### config.mk
export PLATFORM = sky130hd
export DESIGN_NAME = rtc_three_wire_serial_master
export DESIGN_NICKNAME = d
export VERILOG_FILES = /design/src/hdl/rtc3w_pkg.sv /design/src/hdl/rtc3w_front.sv /design/src/hdl/rtc3w_queue.sv /design/src/hdl/rtc3w_engine.sv /design/src/hdl/rtc_three_wire_serial_master.sv
export SDC_FILE = /design/constraint.sdc
export NUM_CORES = 1
export LEC_CHECK = 0
export BUFFER_PORTS_ARGS = -buffer_cell sky130_fd_sc_hd__clkbuf_2
export CAP_MARGIN = 20
export CORE_UTILIZATION = 58
export DETAILED_ROUTE_END_ITERATION = 8
export PLACE_DENSITY_LB_ADDON = 0.05
export SLEW_MARGIN = 10
export SYNTH_ARGS = -nofsm -noshare
export SYNTH_HDL_FRONTEND = slang
export SYNTH_SLANG_ARGS = --single-unit
export TNS_END_PERCENT = 100
### constraint.sdc
create_clock -name aclk -period 3.9 [get_ports aclk]
set_input_delay 0.195 -clock aclk [delete_from_list [all_inputs] [get_ports aclk]]
set_output_delay 0.195 -clock aclk [all_outputs]
set_load 0.005 [all_outputs]
### src/hdl/rtc3w_pkg.sv
package rtc3w_pkg;

    // burst address, space sizes, last ram offset and reject byte of the clock chip
    localparam logic [4:0] BURST_ADDR      = 5'd31;
    localparam logic [4:0] RAM_BYTES       = 5'd31;
    localparam logic [4:0] CLOCK_BYTES     = 5'd8;
    localparam logic [4:0] RAM_LAST_OFFSET = 5'd30;
    localparam logic [7:0] REJECT_BYTE     = 8'hEE;

    localparam int QUEUE_DEPTH = 2;

    localparam int S_DATA_W = 24;
    localparam int M_DATA_W = 16;

    typedef enum logic [1:0] {
        OP_TICK   = 2'd0,
        OP_START  = 2'd1,
        OP_SUPPLY = 2'd2
    } op_t;

    typedef enum logic [2:0] {
        PH_IDLE = 3'd0,
        PH_CMD  = 3'd1,
        PH_WAIT = 3'd2,
        PH_SEND = 3'd3,
        PH_RECV = 3'd4,
        PH_END  = 3'd5
    } phase_t;

    // one classified word as it waits in the queue
    typedef struct packed {
        op_t        kind;
        logic [7:0] cmd_byte;
        logic [4:0] byte_total;
        logic       reject;
        logic       is_read;
        logic [7:0] write_byte;
        logic       io_in;
    } item_t;

    typedef struct packed {
        logic       ce_pin;
        logic       sclk_pin;
        logic       io_out;
        logic       io_drive;
        logic [7:0] read_byte;
        logic       read_valid;
        logic       need_byte;
        logic       busy_res;
        logic       done_res;
    } result_t;

endpackage

### src/hdl/rtc3w_front.sv
module rtc3w_front (
    input  logic                              s_tvalid,
    output logic                              s_tready,
    input  logic [rtc3w_pkg::S_DATA_W-1:0]    s_tdata,
    input  logic                              queue_full,
    output logic                              push,
    output rtc3w_pkg::item_t                  item
);
    import rtc3w_pkg::*;

    logic [1:0] operation;
    logic [4:0] req_address;
    logic       ram_space;
    logic       is_read;
    logic       is_burst;
    logic [4:0] byte_count;
    logic [5:0] cmd_addr;
    logic [4:0] burst_len;

    assign operation   = s_tdata[1:0];
    assign req_address = s_tdata[6:2];
    assign ram_space   = s_tdata[7];
    assign is_read     = s_tdata[8];
    assign is_burst    = s_tdata[9];
    assign byte_count  = s_tdata[14:10];

    assign s_tready = !queue_full;
    assign push     = s_tvalid && !queue_full;

    always_comb begin
        if (ram_space) begin
            burst_len = (byte_count < RAM_BYTES) ? byte_count : RAM_BYTES;
        end else begin
            burst_len = (byte_count < CLOCK_BYTES) ? byte_count : CLOCK_BYTES;
        end
    end

    assign cmd_addr = is_burst ? {ram_space, BURST_ADDR} : {ram_space, req_address};

    always_comb begin
        unique case (operation)
            OP_START:  item.kind = OP_START;
            OP_SUPPLY: item.kind = OP_SUPPLY;
            default:   item.kind = OP_TICK;
        endcase
        item.cmd_byte   = {1'b1, cmd_addr, is_read};
        item.byte_total = is_burst ? burst_len : 5'd1;
        // single ram access past the last offset is refused
        item.reject     = !is_burst && ram_space && (req_address > RAM_LAST_OFFSET);
        item.is_read    = is_read;
        item.write_byte = s_tdata[22:15];
        item.io_in      = s_tdata[23];
    end

endmodule

### src/hdl/rtc3w_queue.sv
module rtc3w_queue #(
    parameter int DEPTH = rtc3w_pkg::QUEUE_DEPTH
) (
    input  logic              aclk,
    input  logic              aresetn,
    input  logic              push,
    input  rtc3w_pkg::item_t  push_item,
    output logic              full,
    input  logic              pop,
    output logic              valid,
    output rtc3w_pkg::item_t  head
);
    import rtc3w_pkg::*;

    localparam int PTR_W = (DEPTH > 1) ? $clog2(DEPTH) : 1;
    localparam int CNT_W = $clog2(DEPTH + 1);
    localparam logic [PTR_W-1:0] PTR_LAST = PTR_W'(DEPTH - 1);
    localparam logic [CNT_W-1:0] CNT_FULL = CNT_W'(DEPTH);

    item_t            entry_reg [DEPTH];
    logic [PTR_W-1:0] wr_ptr_reg, wr_ptr_next;
    logic [PTR_W-1:0] rd_ptr_reg, rd_ptr_next;
    logic [CNT_W-1:0] count_reg, count_next;
    logic             do_pop;

    assign full   = (count_reg == CNT_FULL);
    assign valid  = (count_reg != '0);
    assign head   = entry_reg[rd_ptr_reg];
    assign do_pop = pop && valid;

    always_comb begin
        wr_ptr_next = wr_ptr_reg;
        rd_ptr_next = rd_ptr_reg;
        count_next  = count_reg;
        if (push) begin
            wr_ptr_next = (wr_ptr_reg == PTR_LAST) ? '0 : wr_ptr_reg + 1'b1;
        end
        if (do_pop) begin
            rd_ptr_next = (rd_ptr_reg == PTR_LAST) ? '0 : rd_ptr_reg + 1'b1;
        end
        if (push && !do_pop) begin
            count_next = count_reg + 1'b1;
        end else if (!push && do_pop) begin
            count_next = count_reg - 1'b1;
        end
    end

    always_ff @(posedge aclk) begin
        if (!aresetn) begin
            wr_ptr_reg <= '0;
            rd_ptr_reg <= '0;
            count_reg  <= '0;
        end else begin
            wr_ptr_reg <= wr_ptr_next;
            rd_ptr_reg <= rd_ptr_next;
            count_reg  <= count_next;
        end
    end

    always_ff @(posedge aclk) begin
        if (push) begin
            entry_reg[wr_ptr_reg] <= push_item;
        end
    end

`ifndef NO_ASSERTIONS
    a_count_bound: assert property (@(posedge aclk) disable iff (!aresetn)
        count_reg <= CNT_FULL)
        else $error("queue count above depth");

    a_empty_ptrs: assert property (@(posedge aclk) disable iff (!aresetn)
        (count_reg == '0) |-> (wr_ptr_reg == rd_ptr_reg))
        else $error("empty queue with unequal pointers");

    a_fill_step: assert property (@(posedge aclk) disable iff (!aresetn)
        (push && !do_pop) |=> (count_reg == $past(count_reg) + 1'b1))
        else $error("queue count did not follow a push");
`endif

endmodule

### src/hdl/rtc3w_engine.sv
module rtc3w_engine (
    input  logic                 aclk,
    input  logic                 aresetn,
    input  logic                 item_valid,
    input  rtc3w_pkg::item_t     item,
    output logic                 pop,
    output logic                 m_valid,
    input  logic                 m_ready,
    output rtc3w_pkg::result_t   result
);
    import rtc3w_pkg::*;

    phase_t     phase_reg, phase_next;
    logic [2:0] bit_index_reg, bit_index_next;
    logic [7:0] shift_reg, shift_next;
    logic [4:0] bytes_left_reg, bytes_left_next;
    logic       reading_reg, reading_next;
    logic [1:0] sub_step_reg, sub_step_next;
    logic       ce_reg, ce_next;
    logic       sclk_reg, sclk_next;
    logic       io_reg, io_next;
    logic       drive_reg, drive_next;
    logic       m_valid_reg;
    result_t    result_reg, result_next;

    logic       fire;
    logic       last_bit;
    logic [4:0] bytes_dec;
    logic [4:0] bytes_after_send;
    logic [7:0] recv_bits;
    logic       start_ok;

    assign fire     = item_valid && (!m_valid_reg || m_ready);
    assign pop      = fire;
    assign m_valid  = m_valid_reg;
    assign result   = result_reg;

    assign last_bit         = (bit_index_reg == 3'd7);
    assign bytes_dec        = bytes_left_reg - 5'd1;
    assign bytes_after_send = (phase_reg == PH_SEND) ? bytes_dec : bytes_left_reg;
    assign recv_bits        = shift_reg | (8'(item.io_in) << bit_index_reg);
    assign start_ok         = (item.kind == OP_START) && !item.reject;

    // next state
    always_comb begin
        phase_next = phase_reg;
        if (fire) begin
            unique case (phase_reg)
                PH_IDLE: begin
                    if (start_ok) begin
                        phase_next = PH_CMD;
                    end
                end
                PH_CMD, PH_SEND: begin
                    if (sub_step_reg == 2'd1) begin
                        // a read command ends on the rising edge of its last bit
                        if (phase_reg == PH_CMD && reading_reg && last_bit) begin
                            phase_next = (bytes_left_reg == '0) ? PH_END : PH_RECV;
                        end
                    end else if (sub_step_reg != 2'd0) begin
                        if (last_bit) begin
                            phase_next = (bytes_after_send == '0) ? PH_END : PH_WAIT;
                        end
                    end
                end
                PH_WAIT: begin
                    if (item.kind == OP_SUPPLY) begin
                        phase_next = PH_SEND;
                    end
                end
                PH_RECV: begin
                    if (sub_step_reg != 2'd0 && sub_step_reg != 2'd1 && last_bit) begin
                        phase_next = (bytes_dec == '0) ? PH_END : PH_RECV;
                    end
                end
                default: phase_next = PH_IDLE;
            endcase
        end
    end

    // datapath and result
    always_comb begin
        bit_index_next  = bit_index_reg;
        shift_next      = shift_reg;
        bytes_left_next = bytes_left_reg;
        reading_next    = reading_reg;
        sub_step_next   = sub_step_reg;
        ce_next         = ce_reg;
        sclk_next       = sclk_reg;
        io_next         = io_reg;
        drive_next      = drive_reg;
        result_next     = '0;

        unique case (phase_reg)
            PH_IDLE: begin
                if (item.kind == OP_START) begin
                    if (item.reject) begin
                        result_next.done_res   = 1'b1;
                        result_next.read_valid = item.is_read;
                        result_next.read_byte  = item.is_read ? REJECT_BYTE : 8'd0;
                    end else begin
                        bytes_left_next = item.byte_total;
                        reading_next    = item.is_read;
                        shift_next      = item.cmd_byte;
                        bit_index_next  = '0;
                        sub_step_next   = '0;
                        ce_next         = 1'b1;
                    end
                end
            end
            PH_CMD, PH_SEND: begin
                if (sub_step_reg == 2'd0) begin
                    drive_next    = 1'b1;
                    io_next       = shift_reg[0];
                    sub_step_next = 2'd1;
                end else if (sub_step_reg == 2'd1) begin
                    sclk_next = 1'b1;
                    if (phase_reg == PH_CMD && reading_reg && last_bit) begin
                        if (bytes_left_reg != '0) begin
                            sub_step_next  = '0;
                            bit_index_next = '0;
                            shift_next     = '0;
                        end
                    end else begin
                        sub_step_next = 2'd2;
                    end
                end else begin
                    sclk_next  = 1'b0;
                    shift_next = {1'b0, shift_reg[7:1]};
                    if (last_bit) begin
                        bytes_left_next = bytes_after_send;
                        if (bytes_after_send != '0) begin
                            sub_step_next  = '0;
                            bit_index_next = '0;
                        end
                    end else begin
                        bit_index_next = bit_index_reg + 3'd1;
                        sub_step_next  = '0;
                    end
                end
            end
            PH_WAIT: begin
                if (item.kind == OP_SUPPLY) begin
                    shift_next     = item.write_byte;
                    bit_index_next = '0;
                    sub_step_next  = '0;
                end
            end
            PH_RECV: begin
                if (sub_step_reg == 2'd0) begin
                    drive_next    = 1'b0;
                    sclk_next     = 1'b1;
                    sub_step_next = 2'd1;
                end else if (sub_step_reg == 2'd1) begin
                    sclk_next     = 1'b0;
                    sub_step_next = 2'd2;
                end else begin
                    shift_next = recv_bits;
                    if (last_bit) begin
                        result_next.read_byte  = recv_bits;
                        result_next.read_valid = 1'b1;
                        bytes_left_next        = bytes_dec;
                        if (bytes_dec != '0) begin
                            sub_step_next  = '0;
                            bit_index_next = '0;
                            shift_next     = '0;
                        end
                    end else begin
                        bit_index_next = bit_index_reg + 3'd1;
                        sub_step_next  = '0;
                    end
                end
            end
            default: begin
                drive_next           = 1'b1;
                sclk_next            = 1'b0;
                ce_next              = 1'b0;
                sub_step_next        = '0;
                bit_index_next       = '0;
                result_next.done_res = 1'b1;
            end
        endcase

        result_next.ce_pin    = ce_next;
        result_next.sclk_pin  = sclk_next;
        result_next.io_out    = io_next;
        result_next.io_drive  = drive_next;
        result_next.need_byte = (phase_next == PH_WAIT);
        result_next.busy_res  = (phase_next != PH_IDLE);
    end

    always_ff @(posedge aclk) begin
        if (!aresetn) begin
            phase_reg      <= PH_IDLE;
            bit_index_reg  <= '0;
            shift_reg      <= '0;
            bytes_left_reg <= '0;
            reading_reg    <= 1'b0;
            sub_step_reg   <= '0;
            ce_reg         <= 1'b0;
            sclk_reg       <= 1'b0;
            io_reg         <= 1'b0;
            drive_reg      <= 1'b1;
            m_valid_reg    <= 1'b0;
        end else begin
            if (fire) begin
                phase_reg      <= phase_next;
                bit_index_reg  <= bit_index_next;
                shift_reg      <= shift_next;
                bytes_left_reg <= bytes_left_next;
                reading_reg    <= reading_next;
                sub_step_reg   <= sub_step_next;
                ce_reg         <= ce_next;
                sclk_reg       <= sclk_next;
                io_reg         <= io_next;
                drive_reg      <= drive_next;
                m_valid_reg    <= 1'b1;
            end else if (m_ready) begin
                m_valid_reg <= 1'b0;
            end
        end
    end

    always_ff @(posedge aclk) begin
        if (fire) begin
            result_reg <= result_next;
        end
    end

`ifndef NO_ASSERTIONS
    a_idle_ce_low: assert property (@(posedge aclk) disable iff (!aresetn)
        (phase_reg == PH_IDLE) |-> !ce_reg)
        else $error("chip enable high while idle");

    a_recv_released: assert property (@(posedge aclk) disable iff (!aresetn)
        (phase_reg == PH_RECV && sub_step_reg != 2'd0) |-> !drive_reg)
        else $error("data pin driven during a read bit");

    a_done_not_busy: assert property (@(posedge aclk) disable iff (!aresetn)
        (m_valid_reg && result_reg.done_res) |-> !result_reg.busy_res)
        else $error("finished word still reports busy");
`endif

endmodule

### src/hdl/rtc_three_wire_serial_master.sv
// a word accepted on s_tdata waits in the queue, and its result is registered before it shows on m_tdata
// throughput: one word per cycle while m_tready lets results drain; each word moves at most one pin event
// the output register and a two-entry queue let input and output stall apart
// reset: synchronous, active low; sequencer idle, counters cleared, queue emptied
// reset pin levels: chip enable, clock and data low, data pin driven
module rtc_three_wire_serial_master #(
    parameter int QUEUE_DEPTH = rtc3w_pkg::QUEUE_DEPTH
) (
    input  logic                              aclk,
    input  logic                              aresetn,
    input  logic                              s_tvalid,
    output logic                              s_tready,
    // operation[1:0] req_address[6:2] ram_space[7] is_read[8] is_burst[9]
    // byte_count[14:10] write_byte[22:15] io_in[23]
    input  logic [rtc3w_pkg::S_DATA_W-1:0]    s_tdata,
    output logic                              m_tvalid,
    input  logic                              m_tready,
    // ce_pin[0] sclk_pin[1] io_out[2] io_drive[3] read_byte[11:4]
    // read_valid[12] need_byte[13] busy_res[14], zero pad[15]
    output logic [rtc3w_pkg::M_DATA_W-1:0]    m_tdata,
    // done_res
    output logic                              m_tlast
);
    import rtc3w_pkg::*;

    logic    push;
    logic    queue_full;
    logic    queue_valid;
    logic    pop;
    item_t   front_item;
    item_t   head_item;
    result_t res;

    rtc3w_front u_front (
        .s_tvalid   (s_tvalid),
        .s_tready   (s_tready),
        .s_tdata    (s_tdata),
        .queue_full (queue_full),
        .push       (push),
        .item       (front_item)
    );

    rtc3w_queue #(
        .DEPTH (QUEUE_DEPTH)
    ) u_queue (
        .aclk      (aclk),
        .aresetn   (aresetn),
        .push      (push),
        .push_item (front_item),
        .full      (queue_full),
        .pop       (pop),
        .valid     (queue_valid),
        .head      (head_item)
    );

    rtc3w_engine u_engine (
        .aclk       (aclk),
        .aresetn    (aresetn),
        .item_valid (queue_valid),
        .item       (head_item),
        .pop        (pop),
        .m_valid    (m_tvalid),
        .m_ready    (m_tready),
        .result     (res)
    );

    assign m_tdata = {1'b0, res.busy_res, res.need_byte, res.read_valid, res.read_byte,
                      res.io_drive, res.io_out, res.sclk_pin, res.ce_pin};
    assign m_tlast = res.done_res;

endmodule

* Yosys cells after proc, flatten, opt, wreduce, memory -nomap -nowiden
Memory sizes are Yosys's and may differ from the RTL's. A register that Yosys moved wholly into a read port is not among the register bits.
Cells that the tools add are included.
** Cells by class
- Reductions and logical operators :: 42
- Multiplexer cells :: 101
- Magnitude comparators :: 3
- Equality and inequality tests :: 29
- Shift-type cells :: 1
- $add $sub $neg :: 6
- Bitwise operators :: 2
** Operators by type and width (count)
- 8-bit two-way mux :: 12
- 5-bit two-way mux :: 14
- 3-bit two-way mux :: 22
- 9-bit two-way mux :: 5
- 8-bit case mux with 4 select lines :: 1
- 2-bit two-way mux :: 15
- 3-bit case mux with 4 select lines :: 2
- 1-bit two-way mux :: 22
- 10-bit AND reduction :: 2
- 9-bit case mux with 2 select lines :: 1
- 5-bit zero test :: 3
- 5-bit != test, second input constant :: 3
- 5-bit case mux with 3 select lines :: 1
- 5-bit nonzero test :: 3
- 1-bit logical AND :: 12
- 11-bit AND reduction :: 1
- 2-bit by 1-bit != test with 1-bit output, second input constant :: 5
- 2-bit != test, second input constant :: 5
- 3-bit by 2-bit equality test with 1-bit output, second input constant :: 3
- 3-bit != test, second input constant :: 3
- 8-bit bitwise OR :: 1
- 2-bit case mux with 4 select lines :: 1
- 2-bit nonzero test :: 4
- 1-bit by 3-bit left shift with 8-bit output :: 1
- other kinds (27) :: 42
** Storage, ports and cells
- Word-level logic and storage cells :: 208
- Bits in registers :: 47
- Input bits :: 28
- Output and inout bits :: 19
- Memory bits (writable) :: 50
- Memories :: 1
** Memory list
- u_queue.entry_reg :: depth 2, bits a word 25, rd ports 1, clocked after Yosys merged registers in 1, write ports 1, line rtc3w_queue.sv:20 : item_t entry_reg [DEPTH];

* Longest topological paths before layout
- Depth after elaboration :: 10
- Mapped depth :: 8
- Mapped depth without buffers :: 7

* Modules after synthesis
A second synthesis with hierarchy kept.
** Second synthesis, totals
- Cells, all modules :: 468
- Area, all modules :: 5171.2 um^2
** Modules (own cells, without submodules)
- rtc3w_engine :: instances 1, area an instance 2830.2 um^2, cells an instance 329, seq. area each 1021.0 um^2
- rtc3w_queue :: instances 1, area an instance 2092.0 um^2, cells an instance 103, seq. area each 1661.6 um^2
- rtc3w_front :: instances 1, area an instance 237.7 um^2, cells an instance 34, seq. area each 0.0 um^2
- rtc_three_wire_serial_master :: instances 1, area an instance 11.3 um^2, cells an instance 2, seq. area each 0.0 um^2

* Least setup slack after synthesis
OpenSTA, ideal clock, no wires.
- Path type :: reg2reg
- Start :: reg u_engine.bytes_left_reg[0]
- End :: reg u_engine.result_reg (netlist bit u_engine.result[2]), data pin
- Cell stages (with the launch flop) :: 9
- Path buffers :: 1
- Setup time :: 269 ps
- Data required time :: 3631 ps
- Arrival :: 1992 ps
- Slack :: 1639 ps
- Clock period less this slack :: 2261 ps
- Cells stage by stage :: dfxtp_1 inv_1 ha_1 clkbuf_1 xor2_1 nor4_1 a221oi_1 o32ai_1 nor3b_1
** RTL lines
- from (decl) :: line rtc3w_engine.sv:16 : logic [4:0] bytes_left_reg, bytes_left_next;
- from (signal assigned) :: line rtc3w_engine.sv:210 : bytes_left_reg <= bytes_left_next;
- to (signal assigned) :: line rtc3w_engine.sv:226 : result_reg <= result_next;
- to (decl) :: line rtc3w_engine.sv:24 : result_t result_reg, result_next;

==> flow_summary_export.csv <==
group,metric,value,unit
status,outcome,"complete, no violations",
timing,rsz0062_at_grt,"false",
routing,ant_nets,0,
run,cap_violations,0,
clock_tree,ctsRootBufferMaster,"clkbuf_8",
worst_setup_path,ff2ff_path_depth,7,
logic_synthesis,synth-edff-count,64,
global_route,grt-ovfl-total,0,
logic_synthesis,synth_top_area_share,0.400,
logic_synthesis,syn_inst,435,
global_route,groute.usage.overall,0.254,
worst_hold_path,min_path_cells,1,
power,power_density,567,nW/um^2
worst_hold_path,worstHoldPathType,"in -> reg",
timing,worst_slew_margin_rel,0.434,
clock_tree,cts_resized,0,
worst_setup_path,r2r_slack,1.0,ns
clock_tree,cts_setup_buffers,0,
logic_synthesis,yosys.area_share.adder,0.0156,
place,gp_congestion,0.864,
timing,hold_viol,0,
routing,wire_per_inst,18.5,um
power,vdd_drop_max,0.357,mV
die,start_util,0.612,
power,power_frac_comb,0.315,
finish,layout_commonest_cell,"edfxtp_1",
finish,syn_to_final_growth,9.51,%
clock_tree,htree_levels,3,
logic_synthesis,yosys.area_share.simple,0.155,
timing,setup_tns,0,ns
logic_synthesis,synth_largest_area_cell,"edfxtp_1",
worst_setup_path,arrival,2.99,ns
power,intPower,1.98,mW
clock_tree,clock_sinks,96,
die,die-width,93.0,um
routing,drc,0,
global_route,grt_max_degree,26,
logic_synthesis,seq_area_frac_synth,0.534,
timing,post-route-min-period,2.90,ns
logic_synthesis,synth-xor-area-share,0.0109,
power,seqPwrFrac,0.494,
timing,final_max_slew_viol_count,0,
place,io_buffers,45,
logic_synthesis,synthTopCellsByArea,"edfxtp_1 40%, dfxtp_1 13%, nor2_1 3.1%, mux2_2 3.0%, mux2i_1 2.7%",
routing,routed_wl,10.6,mm
die,io_pins,47,
place,placed_cells,557,
logic_synthesis,synth_cell_type_count,77,
routing,dr.pass1.iters,5,
worst_hold_path,holdPathEnd,"u_queue.entry_reg[0][3]",
worst_setup_path,cp.required,3.99,ns
global_route,grt_pass1_vias,3271,
logic_synthesis,synth-compound-area-share,0.189,
logic_synthesis,muxShareOfSynthArea,0.0576,
logic_synthesis,synth_area,4800,um^2
global_route,antenna_found_initial,0,
clock_tree,clk_latency,0.36,ns
power,p_sw_frac,0.336,
logic_synthesis,async_flop_share,0,
clock_tree,clkTransAtPathRegs,0.10,ns
clock_tree,numCtsBuffers,9,
finish,n_antenna_cell,0,
timing,period_share,0.744,
worst_hold_path,hold_start,"s_tdata[17]",
finish,largest_reg_flops,48,
timing,worst_pin_slew,0.838,ns
clock_tree,hold_buffers,0,
timing,skew,0.0155,ns
place,hpwlAfterDp,7.44,mm
worst_setup_path,path_class,"reg -> reg",
logic_synthesis,ys_ff_latch,96,
timing,fmax,0.345,GHz
routing,vias_per_cell,6.32,
finish,nets,501,
timing,setup_viol,0,
logic_synthesis,synth_flop_cell,"edfxtp_1",
worst_setup_path,reg2reg_from,"u_engine.bytes_left_reg[0]",
routing,drtIter0Drc,374,
finish,drive_gt1_frac,0.218,
finish,layout_common_cells,"64 x edfxtp_1, 45 x clkbuf_2, 39 x nor2_1",
worst_setup_path,reg2reg_to,"u_engine.result[2]",
die,fp.coreArea,7850,um^2
power,leakagePower,1.90,nW
global_route,grt_pass1_wl,16.8,mm
die,die_y,93.0,um
routing,vias,3630,
finish,instances_no_fill,574,
power,switchingPower,1.00,mW
logic_synthesis,avgSynthCellArea,11.0,um^2
worst_setup_path,path_max_fanout,8,
die,rows,32,
logic_synthesis,syn_nets,469,
power,p_clk_frac,0.191,
clock_tree,clk_path_buf_depth,2,
logic_synthesis,synth_top_family_by_area,"compound AO/OA/AOI/OAI gates",
logic_synthesis,synth_warnings,0,
die,dieArea,8650,um^2
worst_setup_path,crit_path_end_kind,"flop",
worst_setup_path,startpoint_type,"flop",
clock_tree,cts_tree,"done",
-- power groups by stage --
stage	Clock, mW	Combinational, mW	Sequential [mW]
floorplan	0	0.669	1.44
global placement	0	0.864	1.50
detailed placement	0	0.921	1.50
CTS	0.582	0.929	1.47
global route	0.614	1.02	1.50
finish	0.570	0.938	1.47
-- through the flow --
step / hold slack [ns] / setup slack (ns) / util / total power, mW / cell area (um^2)
CTS: 0.0176 / 1.11 / 0.668 / 2.98 / 5240
floorplan: 0.294 / 1.64 / - / 2.11 / 4800
detailed placement: 0.388 / 1.17 / 0.647 / 2.42 / 5080
finish: 0.0297 / 0.998 / 0.670 / 2.98 / 5260
global route: 0.0180 / 0.906 / 0.670 / 3.13 / 5260
global placement: 0.383 / 1.13 / 0.644 / 2.37 / 5050
-- cell usage after synthesis (5+ instances only) --
library cell  instances
nor2_1               40
mux2i_1              13
nand2b_1              7
ha_1                  6
mux2_2               13
nand3_1               6
dfxtp_1              32
a211oi_2              5
and3_1                6
o21ai_0              21
a31oi_1              10
buf_2                 6
nor3_1                8
clkbuf_1             18
or2_2                 6
a21oi_1              18
a211oi_1              7
nand2_1              22
edfxtp_1             64
inv_1                11
nor2b_1               8
-- logic make-up (layout without fill, tap and decap cells) --
| group | count (synthesis) | count (layout) |
|---|---|---|
| simple gates | 137 | 137 |
| buf+inv | 41 | 78 |
| fa+ha+maj | 6 | 6 |
| flops | 96 | 96 |
| mux | 26 | 26 |
| compound gates | 122 | 122 |
| xor+xnor | 6 | 6 |
| other cells | 1 | 1 |
-- layer usage --
| metal | GRT usage | vias up | routed length, um |
|---|---|---|---|
| met5 | 0 | - | 0 |
| met4 | 0.0936 | 0 | 157 |
| met3 | 0.0358 | 13 | 567 |
| met2 | 0.414 | 153 | 5150 |
| met1 | 0.347 | 1729 | 4760 |
| li1 | - | 1735 | - |
-- area by class of cell --
type	instances	area (um^2)
clock buffers	11	131
clock inverters	5	32.5
fillers	647	2590
inverters	11	41.3
multi-input cells	298	2070
flip-flops and latches	96	2560
well taps	102	128
repair buffers	51	298
-- critical path, stage by stage, from the launching register on --
cell and delay, ns:
dfxtp_1 0.48, inv_1 0.15, ha_1 0.34, xor2_1 0.19
nor4_1 0.60, a221oi_1 0.22, o32ai_1 0.52, nor3b_1 0.13
-- worst max-delay path by stage --
stage | startpoint | endpoint | slack (ns) | cells past startpoint
4_1_cts | u_engine.bytes_left_reg[0] | u_engine.result[2] | 1.11 | 7
5_1_grt | u_engine.bytes_left_reg[0] | u_engine.result[2] | 0.91 | 7
3_3_place_gp | u_engine.bytes_left_reg[0] | u_engine.result[2] | 1.13 | 7
2_1_floorplan | u_engine.bytes_left_reg[0] | u_engine.result[2] | 1.64 | 8
6_report | u_engine.bytes_left_reg[0] | u_engine.result[2] | 1.0 | 7
3_5_place_dp | u_engine.bytes_left_reg[0] | u_engine.result[2] | 1.17 | 7
Note: power is estimated with default switching activity, not from simulation.
